### src/hw/rtl/shd_pkg.sv
// Shared types and constants for the session header demultiplexer.
package shd_pkg;

	// Header flag bits and the mask that must be clear for a class to apply
	localparam logic [7:0] FLAG_SYN   = 8'h80;
	localparam logic [7:0] FLAG_FIN   = 8'h40;
	localparam logic [7:0] FLAG_PUSH  = 8'h20;
	localparam logic [7:0] FLAG_RESET = 8'h10;
	localparam logic [7:0] LOW_NIBBLE = 8'h0f;

	// Entry modes
	localparam logic [2:0] MODE_READABLE  = 3'd0;
	localparam logic [2:0] MODE_WRITEABLE = 3'd1;
	localparam logic [2:0] MODE_DUPLEX_IO = 3'd2;
	localparam logic [2:0] MODE_DUPLEX    = 3'd4;

	// Close actions
	localparam logic [1:0] CLOSE_NONE = 2'd0;
	localparam logic [1:0] CLOSE_READ = 2'd1;
	localparam logic [1:0] CLOSE_BOTH = 2'd2;

	// Opcodes
	localparam logic OP_HEADER  = 1'b0;
	localparam logic OP_INSTALL = 1'b1;

	// One table entry as stored in the entry memory (present bits live in flops)
	typedef struct packed {
		logic [2:0]  mode;
		logic [23:0] session;
		logic        assigned;
		logic        syn_seen;
		logic [1:0]  close;
	} entry_t;

	localparam int ENTRY_W = $bits(entry_t);

	// Incoming transaction
	typedef struct packed {
		logic        opcode;
		logic [7:0]  packet_flags;
		logic [23:0] packet_session;
		logic [31:0] packet_length;
		logic [2:0]  install_index;
		logic [2:0]  install_mode;
		logic        install_has_id;
	} in_t;

	// Outgoing transaction
	typedef struct packed {
		logic        matched;
		logic [2:0]  target_entry;
		logic        to_discard;
		logic        data_follows;
		logic [31:0] bytes_to_take;
		logic [1:0]  close_action;
		logic        syn_reply;
		logic        reset_reply;
		logic [23:0] reply_session;
		logic        got_reset;
	} out_t;

	// Result handoff from the sequencer to the output stage
	typedef struct packed {
		logic valid;
		out_t data;
	} res_t;

	// Header class after decode
	typedef enum logic [2:0] {
		CLS_INSTALL,
		CLS_SYN,
		CLS_FIN,
		CLS_PUSH,
		CLS_RESET,
		CLS_DATA,
		CLS_FUNKY
	} cls_t;

	// Sequencer states
	typedef enum logic [3:0] {
		ST_IDLE  = 4'b0001,
		ST_SCAN  = 4'b0010,
		ST_WRITE = 4'b0100,
		ST_DONE  = 4'b1000
	} state_t;

	function automatic logic flag_class(input logic [7:0] flags, input logic [7:0] bit_m);
		return (flags & (bit_m | LOW_NIBBLE)) == bit_m;
	endfunction

endpackage

### src/hw/rtl/shd_if.sv
// Channel interfaces for header input and routing result output.
interface shd_in_if;
	logic        valid;
	logic        ready;
	logic        opcode;
	logic [7:0]  packet_flags;
	logic [23:0] packet_session;
	logic [31:0] packet_length;
	logic [2:0]  install_index;
	logic [2:0]  install_mode;
	logic        install_has_id;

	modport source (
		output valid, opcode, packet_flags, packet_session, packet_length,
		output install_index, install_mode, install_has_id,
		input  ready
	);
	modport sink (
		input  valid, opcode, packet_flags, packet_session, packet_length,
		input  install_index, install_mode, install_has_id,
		output ready
	);
endinterface

interface shd_out_if;
	logic        valid;
	logic        ready;
	logic        matched;
	logic [2:0]  target_entry;
	logic        to_discard;
	logic        data_follows;
	logic [31:0] bytes_to_take;
	logic [1:0]  close_action;
	logic        syn_reply;
	logic        reset_reply;
	logic [23:0] reply_session;
	logic        got_reset;

	modport source (
		output valid, matched, target_entry, to_discard, data_follows, bytes_to_take,
		output close_action, syn_reply, reset_reply, reply_session, got_reset,
		input  ready
	);
	modport sink (
		input  valid, matched, target_entry, to_discard, data_follows, bytes_to_take,
		input  close_action, syn_reply, reset_reply, reply_session, got_reset,
		output ready
	);
endinterface

### src/hw/rtl/shd_ram.sv
// Generic single-write, single-read memory with registered read data.
module shd_ram #(
	parameter int WIDTH = 31,
	parameter int DEPTH = 8
) (
	input  logic                     clk,
	input  logic                     we,
	input  logic [$clog2(DEPTH)-1:0] waddr,
	input  logic [WIDTH-1:0]         wdata,
	input  logic [$clog2(DEPTH)-1:0] raddr,
	output logic [WIDTH-1:0]         rdata
);

	logic [WIDTH-1:0] mem [DEPTH];

	// Write port and registered read port
	always_ff @(posedge clk) begin
		if (we) begin
			mem[waddr] <= wdata;
		end
		rdata <= mem[raddr];
	end

endmodule

### src/hw/rtl/shd_ctrl.sv
// Sequencer: decodes a transaction, scans the entry memory and writes back.
module shd_ctrl import shd_pkg::*; #(
	parameter int ENTRIES = 8
) (
	input  logic clk,
	input  logic arst_n,
	input  logic in_valid,
	output logic in_ready,
	input  in_t  in_item,
	output res_t res,
	input  logic res_ready
);

	localparam int AW = $clog2(ENTRIES);
	localparam int CW = AW + 1;
	localparam int IW = (AW > 3) ? AW : 3;
	localparam logic [CW-1:0] CNT_END  = CW'(ENTRIES);
	localparam logic [AW-1:0] LAST_IDX = AW'(ENTRIES - 1);

	state_t            state_q;
	in_t               item_q;
	cls_t              cls_q;
	cls_t              cls_d;
	logic              pass_q;
	logic [CW-1:0]     addr_q;
	logic              chk_s1;
	logic [AW-1:0]     chk_addr_s1;
	logic              found_q;
	logic [AW-1:0]     found_idx_q;
	entry_t            found_ent_q;
	logic [ENTRIES-1:0] present_q;
	logic              reset_seen_q;

	logic              ram_we;
	logic [AW-1:0]     ram_waddr;
	logic [ENTRY_W-1:0] ram_wdata;
	logic [AW-1:0]     ram_raddr;
	logic [ENTRY_W-1:0] ram_rdata;

	entry_t            rd_ent;
	entry_t            wr_ent;
	logic              rd_writable;
	logic              rd_sess_eq;
	logic              rd_present;
	logic              hit;
	logic              idx_ok;
	logic [IW-1:0]     idx_w;
	logic              accept;
	logic              len_nz;
	logic              readable_data;

	shd_ram #(
		.WIDTH (ENTRY_W),
		.DEPTH (ENTRIES)
	) u_ram (
		.clk   (clk),
		.we    (ram_we),
		.waddr (ram_waddr),
		.wdata (ram_wdata),
		.raddr (ram_raddr),
		.rdata (ram_rdata)
	);

	assign in_ready = (state_q == ST_IDLE);
	assign accept   = in_valid && in_ready;

	// Decode the flag class of the incoming transaction
	always_comb begin
		if (in_item.opcode == OP_INSTALL) begin
			cls_d = CLS_INSTALL;
		end else if (flag_class(in_item.packet_flags, FLAG_SYN)) begin
			cls_d = CLS_SYN;
		end else if (flag_class(in_item.packet_flags, FLAG_FIN)) begin
			cls_d = CLS_FIN;
		end else if (flag_class(in_item.packet_flags, FLAG_PUSH)) begin
			cls_d = CLS_PUSH;
		end else if (flag_class(in_item.packet_flags, FLAG_RESET)) begin
			cls_d = CLS_RESET;
		end else if (in_item.packet_flags == 8'h00) begin
			cls_d = CLS_DATA;
		end else begin
			cls_d = CLS_FUNKY;
		end
	end

	assign idx_ok = ({29'd0, in_item.install_index} < 32'(ENTRIES));
	assign idx_w  = IW'(item_q.install_index);

	// Match test on the entry read back from memory
	assign rd_ent      = entry_t'(ram_rdata);
	assign rd_present  = present_q[chk_addr_s1];
	assign rd_writable = (rd_ent.mode >= MODE_WRITEABLE) && (rd_ent.mode <= MODE_DUPLEX);
	assign rd_sess_eq  = (rd_ent.session == item_q.packet_session);

	always_comb begin
		case (cls_q)
			CLS_SYN: begin
				if (!pass_q) begin
					hit = rd_present && !rd_ent.syn_seen && rd_writable
						&& rd_ent.assigned && rd_sess_eq;
				end else begin
					hit = rd_present && !rd_ent.syn_seen && rd_writable && !rd_ent.assigned;
				end
			end
			CLS_FIN: begin
				hit = rd_present && rd_ent.syn_seen && rd_ent.assigned && rd_sess_eq
					&& rd_writable;
			end
			CLS_RESET: begin
				hit = rd_present && rd_ent.syn_seen && rd_ent.assigned && rd_sess_eq
					&& (rd_ent.mode <= MODE_DUPLEX);
			end
			CLS_DATA: begin
				hit = rd_present && rd_ent.assigned && rd_sess_eq;
			end
			default: begin
				hit = 1'b0;
			end
		endcase
	end

	// Build the write-back entry
	always_comb begin
		wr_ent    = found_ent_q;
		ram_waddr = found_idx_q;
		case (cls_q)
			CLS_INSTALL: begin
				wr_ent.mode     = item_q.install_mode;
				wr_ent.assigned = item_q.install_has_id;
				wr_ent.session  = item_q.install_has_id ? item_q.packet_session : 24'd0;
				wr_ent.syn_seen = 1'b0;
				wr_ent.close    = CLOSE_NONE;
				ram_waddr       = AW'(idx_w);
			end
			CLS_SYN: begin
				wr_ent.assigned = 1'b1;
				wr_ent.session  = item_q.packet_session;
				wr_ent.syn_seen = 1'b1;
			end
			CLS_FIN: begin
				wr_ent.close = CLOSE_READ;
			end
			CLS_RESET: begin
				wr_ent.close = CLOSE_BOTH;
			end
			default: begin
				wr_ent = found_ent_q;
			end
		endcase
	end

	assign ram_we    = (state_q == ST_WRITE);
	assign ram_wdata = wr_ent;
	assign ram_raddr = addr_q[AW-1:0];

	// Sequencer and scan pipeline
	always_ff @(posedge clk or negedge arst_n) begin
		if (!arst_n) begin
			state_q      <= ST_IDLE;
			cls_q        <= CLS_DATA;
			pass_q       <= 1'b0;
			addr_q       <= '0;
			chk_s1       <= 1'b0;
			found_q      <= 1'b0;
			present_q    <= '0;
			reset_seen_q <= 1'b0;
		end else begin
			case (state_q)
				ST_IDLE: begin
					if (accept) begin
						cls_q   <= cls_d;
						pass_q  <= 1'b0;
						addr_q  <= '0;
						chk_s1  <= 1'b0;
						found_q <= 1'b0;
						case (cls_d)
							CLS_INSTALL: state_q <= idx_ok ? ST_WRITE : ST_DONE;
							CLS_SYN, CLS_FIN, CLS_RESET, CLS_DATA: state_q <= ST_SCAN;
							default: state_q <= ST_DONE;
						endcase
					end
				end
				ST_SCAN: begin
					// stop on the first hit, close the pass after the last entry,
					// otherwise issue the next read while entries remain
					if (chk_s1 && hit) begin
						found_q <= 1'b1;
						chk_s1  <= 1'b0;
						state_q <= (cls_q == CLS_DATA) ? ST_DONE : ST_WRITE;
					end else if (chk_s1 && chk_addr_s1 == LAST_IDX) begin
						chk_s1 <= 1'b0;
						if (cls_q == CLS_SYN && !pass_q) begin
							pass_q <= 1'b1;
							addr_q <= '0;
						end else begin
							state_q <= ST_DONE;
						end
					end else if (addr_q < CNT_END) begin
						chk_s1 <= 1'b1;
						addr_q <= addr_q + CW'(1);
					end else begin
						chk_s1 <= 1'b0;
					end
				end
				ST_WRITE: begin
					if (cls_q == CLS_INSTALL) begin
						present_q[AW'(idx_w)] <= 1'b1;
					end
					if (cls_q == CLS_RESET) begin
						reset_seen_q <= 1'b1;
					end
					state_q <= ST_DONE;
				end
				ST_DONE: begin
					if (res_ready) begin
						state_q <= ST_IDLE;
					end
				end
				default: begin
					state_q <= ST_IDLE;
				end
			endcase
		end
	end

	// Payload registers: latched transaction, scan address and the hit entry
	always_ff @(posedge clk) begin
		if (accept) begin
			item_q <= in_item;
		end
		chk_addr_s1 <= addr_q[AW-1:0];
		if (state_q == ST_SCAN && chk_s1 && hit) begin
			found_idx_q <= chk_addr_s1;
			found_ent_q <= rd_ent;
		end
	end

	// Assemble the result
	assign len_nz        = (item_q.packet_length != 32'd0);
	assign readable_data = found_q && len_nz && (found_ent_q.mode == MODE_READABLE);

	always_comb begin
		res.valid = (state_q == ST_DONE);
		res.data  = '0;
		res.data.got_reset = reset_seen_q;
		if (cls_q != CLS_INSTALL) begin
			res.data.matched       = found_q;
			res.data.target_entry  = found_q ? 3'(found_idx_q) : 3'd0;
			res.data.to_discard    = !found_q || readable_data;
			res.data.data_follows  = len_nz;
			res.data.bytes_to_take = item_q.packet_length;
			res.data.reset_reply   = readable_data;
			res.data.syn_reply     = found_q && (cls_q == CLS_SYN)
				&& (found_ent_q.mode == MODE_DUPLEX_IO);
			if (found_q && cls_q == CLS_FIN) begin
				res.data.close_action = CLOSE_READ;
			end else if (found_q && cls_q == CLS_RESET) begin
				res.data.close_action = CLOSE_BOTH;
			end
			if (res.data.syn_reply || res.data.reset_reply) begin
				res.data.reply_session = item_q.packet_session;
			end
		end
	end

endmodule

### src/hw/rtl/session_header_demux.sv
// Top level: session header demultiplexer with entry table and result register.
//
//  channel | modport      | moves
//  --------+--------------+-------------------------------------------------
//  hdr     | shd_in_if    | header or entry install, one per transaction
//  res     | shd_out_if   | routing result, exactly one per input transaction
//
// An input transaction is taken only while the sequencer is idle. Installs,
// PUSH and odd flags skip the scan; data, FIN, RESET and SYN scan the entry
// memory read port one entry per cycle, and SYN may take two passes. Each
// transaction is done before the next one is accepted.
// Reset clears all entries, the scan state and the sticky reset flag; no
// clearing pass is needed. The result register lets the next transaction
// enter while a result waits on a stalled res channel.
module session_header_demux import shd_pkg::*; #(
	parameter int ENTRIES = 8
) (
	input  logic clk,
	input  logic arst_n,
	shd_in_if.sink    hdr,
	shd_out_if.source res
);

	in_t  in_item;
	res_t ctrl_res;
	logic ctrl_ready;
	logic out_valid_q;
	out_t out_q;

	assign in_item.opcode         = hdr.opcode;
	assign in_item.packet_flags   = hdr.packet_flags;
	assign in_item.packet_session = hdr.packet_session;
	assign in_item.packet_length  = hdr.packet_length;
	assign in_item.install_index  = hdr.install_index;
	assign in_item.install_mode   = hdr.install_mode;
	assign in_item.install_has_id = hdr.install_has_id;

	shd_ctrl #(
		.ENTRIES (ENTRIES)
	) u_ctrl (
		.clk       (clk),
		.arst_n    (arst_n),
		.in_valid  (hdr.valid),
		.in_ready  (hdr.ready),
		.in_item   (in_item),
		.res       (ctrl_res),
		.res_ready (ctrl_ready)
	);

	// Take a new result when the register is empty or being drained
	assign ctrl_ready = !out_valid_q || res.ready;

	always_ff @(posedge clk or negedge arst_n) begin
		if (!arst_n) begin
			out_valid_q <= 1'b0;
		end else if (ctrl_ready) begin
			out_valid_q <= ctrl_res.valid;
		end
	end

	// Hold the result payload
	always_ff @(posedge clk) begin
		if (ctrl_ready && ctrl_res.valid) begin
			out_q <= ctrl_res.data;
		end
	end

	assign res.valid         = out_valid_q;
	assign res.matched       = out_q.matched;
	assign res.target_entry  = out_q.target_entry;
	assign res.to_discard    = out_q.to_discard;
	assign res.data_follows  = out_q.data_follows;
	assign res.bytes_to_take = out_q.bytes_to_take;
	assign res.close_action  = out_q.close_action;
	assign res.syn_reply     = out_q.syn_reply;
	assign res.reset_reply   = out_q.reset_reply;
	assign res.reply_session = out_q.reply_session;
	assign res.got_reset     = out_q.got_reset;

endmodule
### src/flat_wrapper.sv
// flat-port wrapper written by rule: the top's interface ports become plain ports
module session_header_demux_flat import shd_pkg::*;
#(
	parameter int ENTRIES = 8
)
  (clk, arst_n, hdr_valid, hdr_opcode, hdr_packet_flags, hdr_packet_session, hdr_packet_length, hdr_install_index, hdr_install_mode, hdr_install_has_id, hdr_ready, res_valid, res_matched, res_target_entry, res_to_discard, res_data_follows, res_bytes_to_take, res_close_action, res_syn_reply, res_reset_reply, res_reply_session, res_got_reset, res_ready);
  shd_in_if hdr_i ();
  shd_out_if res_i ();
  input  logic clk;
  input  logic arst_n;
  input wire logic [$bits(hdr_i.valid)-1:0] hdr_valid;
  input wire logic [$bits(hdr_i.opcode)-1:0] hdr_opcode;
  input wire logic [$bits(hdr_i.packet_flags)-1:0] hdr_packet_flags;
  input wire logic [$bits(hdr_i.packet_session)-1:0] hdr_packet_session;
  input wire logic [$bits(hdr_i.packet_length)-1:0] hdr_packet_length;
  input wire logic [$bits(hdr_i.install_index)-1:0] hdr_install_index;
  input wire logic [$bits(hdr_i.install_mode)-1:0] hdr_install_mode;
  input wire logic [$bits(hdr_i.install_has_id)-1:0] hdr_install_has_id;
  output wire logic [$bits(hdr_i.ready)-1:0] hdr_ready;
  output wire logic [$bits(res_i.valid)-1:0] res_valid;
  output wire logic [$bits(res_i.matched)-1:0] res_matched;
  output wire logic [$bits(res_i.target_entry)-1:0] res_target_entry;
  output wire logic [$bits(res_i.to_discard)-1:0] res_to_discard;
  output wire logic [$bits(res_i.data_follows)-1:0] res_data_follows;
  output wire logic [$bits(res_i.bytes_to_take)-1:0] res_bytes_to_take;
  output wire logic [$bits(res_i.close_action)-1:0] res_close_action;
  output wire logic [$bits(res_i.syn_reply)-1:0] res_syn_reply;
  output wire logic [$bits(res_i.reset_reply)-1:0] res_reset_reply;
  output wire logic [$bits(res_i.reply_session)-1:0] res_reply_session;
  output wire logic [$bits(res_i.got_reset)-1:0] res_got_reset;
  input wire logic [$bits(res_i.ready)-1:0] res_ready;
  assign hdr_i.valid = hdr_valid;
  assign hdr_i.opcode = hdr_opcode;
  assign hdr_i.packet_flags = hdr_packet_flags;
  assign hdr_i.packet_session = hdr_packet_session;
  assign hdr_i.packet_length = hdr_packet_length;
  assign hdr_i.install_index = hdr_install_index;
  assign hdr_i.install_mode = hdr_install_mode;
  assign hdr_i.install_has_id = hdr_install_has_id;
  assign hdr_ready = hdr_i.ready;
  assign res_valid = res_i.valid;
  assign res_matched = res_i.matched;
  assign res_target_entry = res_i.target_entry;
  assign res_to_discard = res_i.to_discard;
  assign res_data_follows = res_i.data_follows;
  assign res_bytes_to_take = res_i.bytes_to_take;
  assign res_close_action = res_i.close_action;
  assign res_syn_reply = res_i.syn_reply;
  assign res_reset_reply = res_i.reset_reply;
  assign res_reply_session = res_i.reply_session;
  assign res_got_reset = res_i.got_reset;
  assign res_i.ready = res_ready;
  session_header_demux #(.ENTRIES(ENTRIES)) u_core (.clk(clk), .arst_n(arst_n), .hdr(hdr_i), .res(res_i));
endmodule
### config.mk
export PLATFORM = sky130hd
export DESIGN_NAME = session_header_demux_flat
export DESIGN_NICKNAME = d
export VERILOG_FILES = /design/src/hw/rtl/shd_pkg.sv /design/src/hw/rtl/shd_if.sv /design/src/hw/rtl/shd_ram.sv /design/src/hw/rtl/shd_ctrl.sv /design/src/hw/rtl/session_header_demux.sv /design/src/flat_wrapper.sv
export SDC_FILE = /design/constraint.sdc
export NUM_CORES = 1
export LEC_CHECK = 0
export CAP_MARGIN = 40
export CORE_UTILIZATION = 55
export CTS_CLUSTER_DIAMETER = 30
export DETAILED_ROUTE_END_ITERATION = 8
export DONT_BUFFER_PORTS = 1
export PLACE_DENSITY = 0.7
export SLEW_MARGIN = 20
export SYNTH_ARGS = -nofsm -noshare
export SYNTH_HDL_FRONTEND = slang
export SYNTH_SLANG_ARGS = --single-unit
### constraint.sdc
create_clock -name clk -period 6.35 [get_ports clk]
set_input_delay 0.3175 -clock clk [delete_from_list [all_inputs] [get_ports clk]]
set_output_delay 0.3175 -clock clk [all_outputs]
set_load 0.05 [all_outputs]
==> qor.txt <==
DR vias: 9028
Overflow after GRT: 0
Setup violations, final: 0
CP max stage delay: 570 ps
Worst Path Required: 6540 ps
Post-route ant nets: 0
Max stage delay cell, worst path: buf_4
Clock slew at reported path FFs: 50 ps
CP Data Arrival Time: 3540 ps
Slew @ Worst Pin: 833.9 ps
H-tree levels: 3
Hpwl dp: 20910 um
Syn_area_per_cell: 17.91 sq um
HP Class: in2reg
Crit start category: flop
Max VDD drop: 0.0002459 V
Nets: 1149
Iteration-0 DRC Markers: 742
Initial antenna violation count: 3
Gpl congestion: 0.8444
Worst path bufs/invs: 3
CTS Buf Count: 74
Number of distinct library cells after synthesis: 64
Run status: complete, no violations
Synthesized instance count: 944
Post-synth top flop: edfxtp_1
DIE AREA: 31440 sq um
Effective utilization at floorplan: 56.44%
Hold Fails Final Rpt: 0
Die Ht: 177.3 um
First-pass GRT wire length: 54930 um
Post-route setup TNS: 0 ps
Clock sinks: 450
Yosys warning count: 0
Pwr/cell area: 454.9 nW/um^2
WL per Instance: 24.02 um
Fill cell count: 1772
Post-CTS Resized: 0
Die Width: 177.3 um
Worst path cell trace: or4b_1 > inv_1 > nand2_1 > inv_2 > buf_4
Max Cap Viol: 0
GRT Total Usage: 23.94%
EDFF count, synth: 394
# DRC: 0
Post-CTS Setup Bufs: 0
CP Class: reg2reg
Final Skew: 21.15 ps
FFs w/ async S/R, synth: 5.333%
Post-Syn Area: 16910 sq um
Worst hold margin: 37.80 ps
Post-Route WL: 36660 um
Delay-heaviest family, CP: buffers and inverters
RSZ-0062 raised after global routing: false
Rel. slew slack: 44.26%
Port Buffers: 0
First-pass DRT Iterations: 5
Most frequent cells in the layout: edfxtp_1 (394), nand2_1 (116), clkbuf_16 (76)
Root Buffer: clkbuf_16
Placeable Area: 29950 sq um
Leading cell type in the layout, fill and taps excluded: edfxtp_1
Clock Latency Late Sink: 560 ps
Final core occ: 69.74%
Largest net degree at the start of global routing: 52
Crit Path Max Fanout: 43
#FFs+latches synth: 450
Slew Limit Fails: 0
Post-Syn Nets: 1021
Share of layout cells above drive strength 1: 21.45%
Fin crit period: 3356 ps
CTS tree: yes
FP Rows: 63
Tcrit/Tclk final: 52.85%
Lkg Pwr: 7.213 nW
Vias in the first global route: 9391
CTS Hold Bufs: 68
Clock Tree Buf Depth: 3
Register area share after synthesis: 77.35%
P&R area growth vs syn: 23.56%
Max Clk Rate: 298.0 MHz
DR vias/cell: 5.916
Crit. End Element: flop
I/O Pins: 145
## worst reg2reg max path, delay by kind of cell (launching register included)
kind,cells,cell delay [ps]
flops,1,560
buf+inv,3,1550
simple gates,2,860
## per-layer routing
| metal | up-vias | part of all wire, % | wire length (um) | track usage, % |
|---|---|---|---|---|
| li1 | 3962 | - | - | - |
| met1 | 4513 | 40 | 14640 | 31.13 |
| met2 | 475 | 49 | 18100 | 39.52 |
| met3 | 78 | 8.1 | 2966 | 5.291 |
| met4 | 0 | 2.6 | 959 | 9.259 |
| met5 | - | 0 | 0 | 0 |
## cells by family (layout without fill, tap and decap cells)
logic type | after synthesis | in the layout | share of synthesized area [%]
buffers and inverters | 44 | 233 | 1.103
multiplexers | 63 | 63 | 8.022
adder cells (fa/ha/maj) | 1 | 1 | 0.07400
XOR/XNOR | 24 | 24 | 1.243
AND/OR/NAND/NOR | 286 | 286 | 8.563
flip-flops | 450 | 450 | 77.35
AO/OA/AOI/OAI | 76 | 76 | 3.649
other | 0 | 3 | 0
## where the power goes
group | total [mW] | switching [mW] | internal (mW)
Combinational | 1.14 | 0.736 | 0.402
Clock | 4.17 | 1.43 | 2.74
Sequential | 4.19 | 0.400 | 3.79
Total | 9.50 | 2.57 | 6.94
## state kept, by name (all words and copies together) (netlist names), 3 cells and up
| name | cells |
|---|---|
| u_core.u_ctrl.item_q | 60 |
| u_core.u_ctrl.addr_q | 4 |
| u_core.u_ctrl.found_idx_q | 3 |
| u_core.u_ctrl.u_ram.rdata | 29 |
| u_core.u_ctrl.idx_w | 3 |
| u_core.u_ctrl.found_ent_q | 29 |
| u_core.res.bytes_to_take | 32 |
| u_core.u_ctrl.chk_addr_s1 | 3 |
| u_core.res.target_entry | 3 |
| u_core.u_ctrl.u_ram.mem | 232 |
| u_core.u_ctrl.present_q | 8 |
| u_core.u_ctrl.state_q | 4 |
| u_core.u_ctrl.cls_q | 3 |
| u_core.res.reply_session | 24 |
## cell usage after synthesis (6+ instances only)
master	count	area share [%]
buf_2	8	0.24
mux4_2	58	7.7
clkbuf_1	20	0.44
inv_1	9	0.20
nand2b_1	6	0.22
nor4_1	12	0.44
nor3_1	8	0.24
nand3_1	8	0.24
a21o_1	6	0.27
o21ai_0	9	0.27
nand4_1	15	0.56
dfrtp_1	21	3.1
a22o_1	24	1.2
xnor2_1	24	1.2
dfxtp_1	32	3.8
nand2_1	116	2.6
nor2_1	35	0.78
edfxtp_1	394	70
and2_1	56	2.1
## final timing paths
check                                                     endpoint  depth (start not counted)                             startpoint  slack, ps
setup / recovery                u_core.u_ctrl.item_q[58]$_DFFE_PP_                          5   u_core.u_ctrl.state_q[0]$_DFFE_PN1P_       2990
hold / removal                        u_core.res.valid$_DFFE_PN0P_                          2                              res_ready         40
setup reg to reg                u_core.u_ctrl.item_q[58]$_DFFE_PP_                          5   u_core.u_ctrl.state_q[0]$_DFFE_PN1P_       2990
hold reg to reg            u_core.u_ctrl.found_ent_q[15]$_DFFE_PP_                          0  u_core.u_ctrl.u_ram.rdata[15]$_DFF_P_        450
max in group asynchronous     u_core.u_ctrl.state_q[0]$_DFFE_PN1P_                          2                                 arst_n       5900
min in group asynchronous   u_core.u_ctrl.present_q[1]$_DFFE_PN0P_                          2                                 arst_n        190
## per-stage QoR
step	worst slack [ps]	total power, mW	instances	cell area (sq um)
after floorplan	1775	4.964	944	16910
after global placement	2941	5.259	1312	17400
after detailed placement	3027	5.314	1317	17530
after CTS	3021	9.536	1522	20880
after global routing	2864	9.800	1526	20890
final	2994	9.503	1526	20890
## cell type report
class | instances | area (sq um) | share of cell area (%)
antenna | 3 | 7.507 | 0.03594
clock buffer | 81 | 1941 | 9.290
clock inverter | 56 | 716.9 | 3.432
inverter | 9 | 33.78 | 0.1617
multi-input combinational | 450 | 3701 | 17.72
sequential | 450 | 13080 | 62.62
tap | 390 | 488.0 | 2.336
timing repair buffer | 87 | 920.9 | 4.408
No activity file was read; power rests on OpenSTA's default activity.
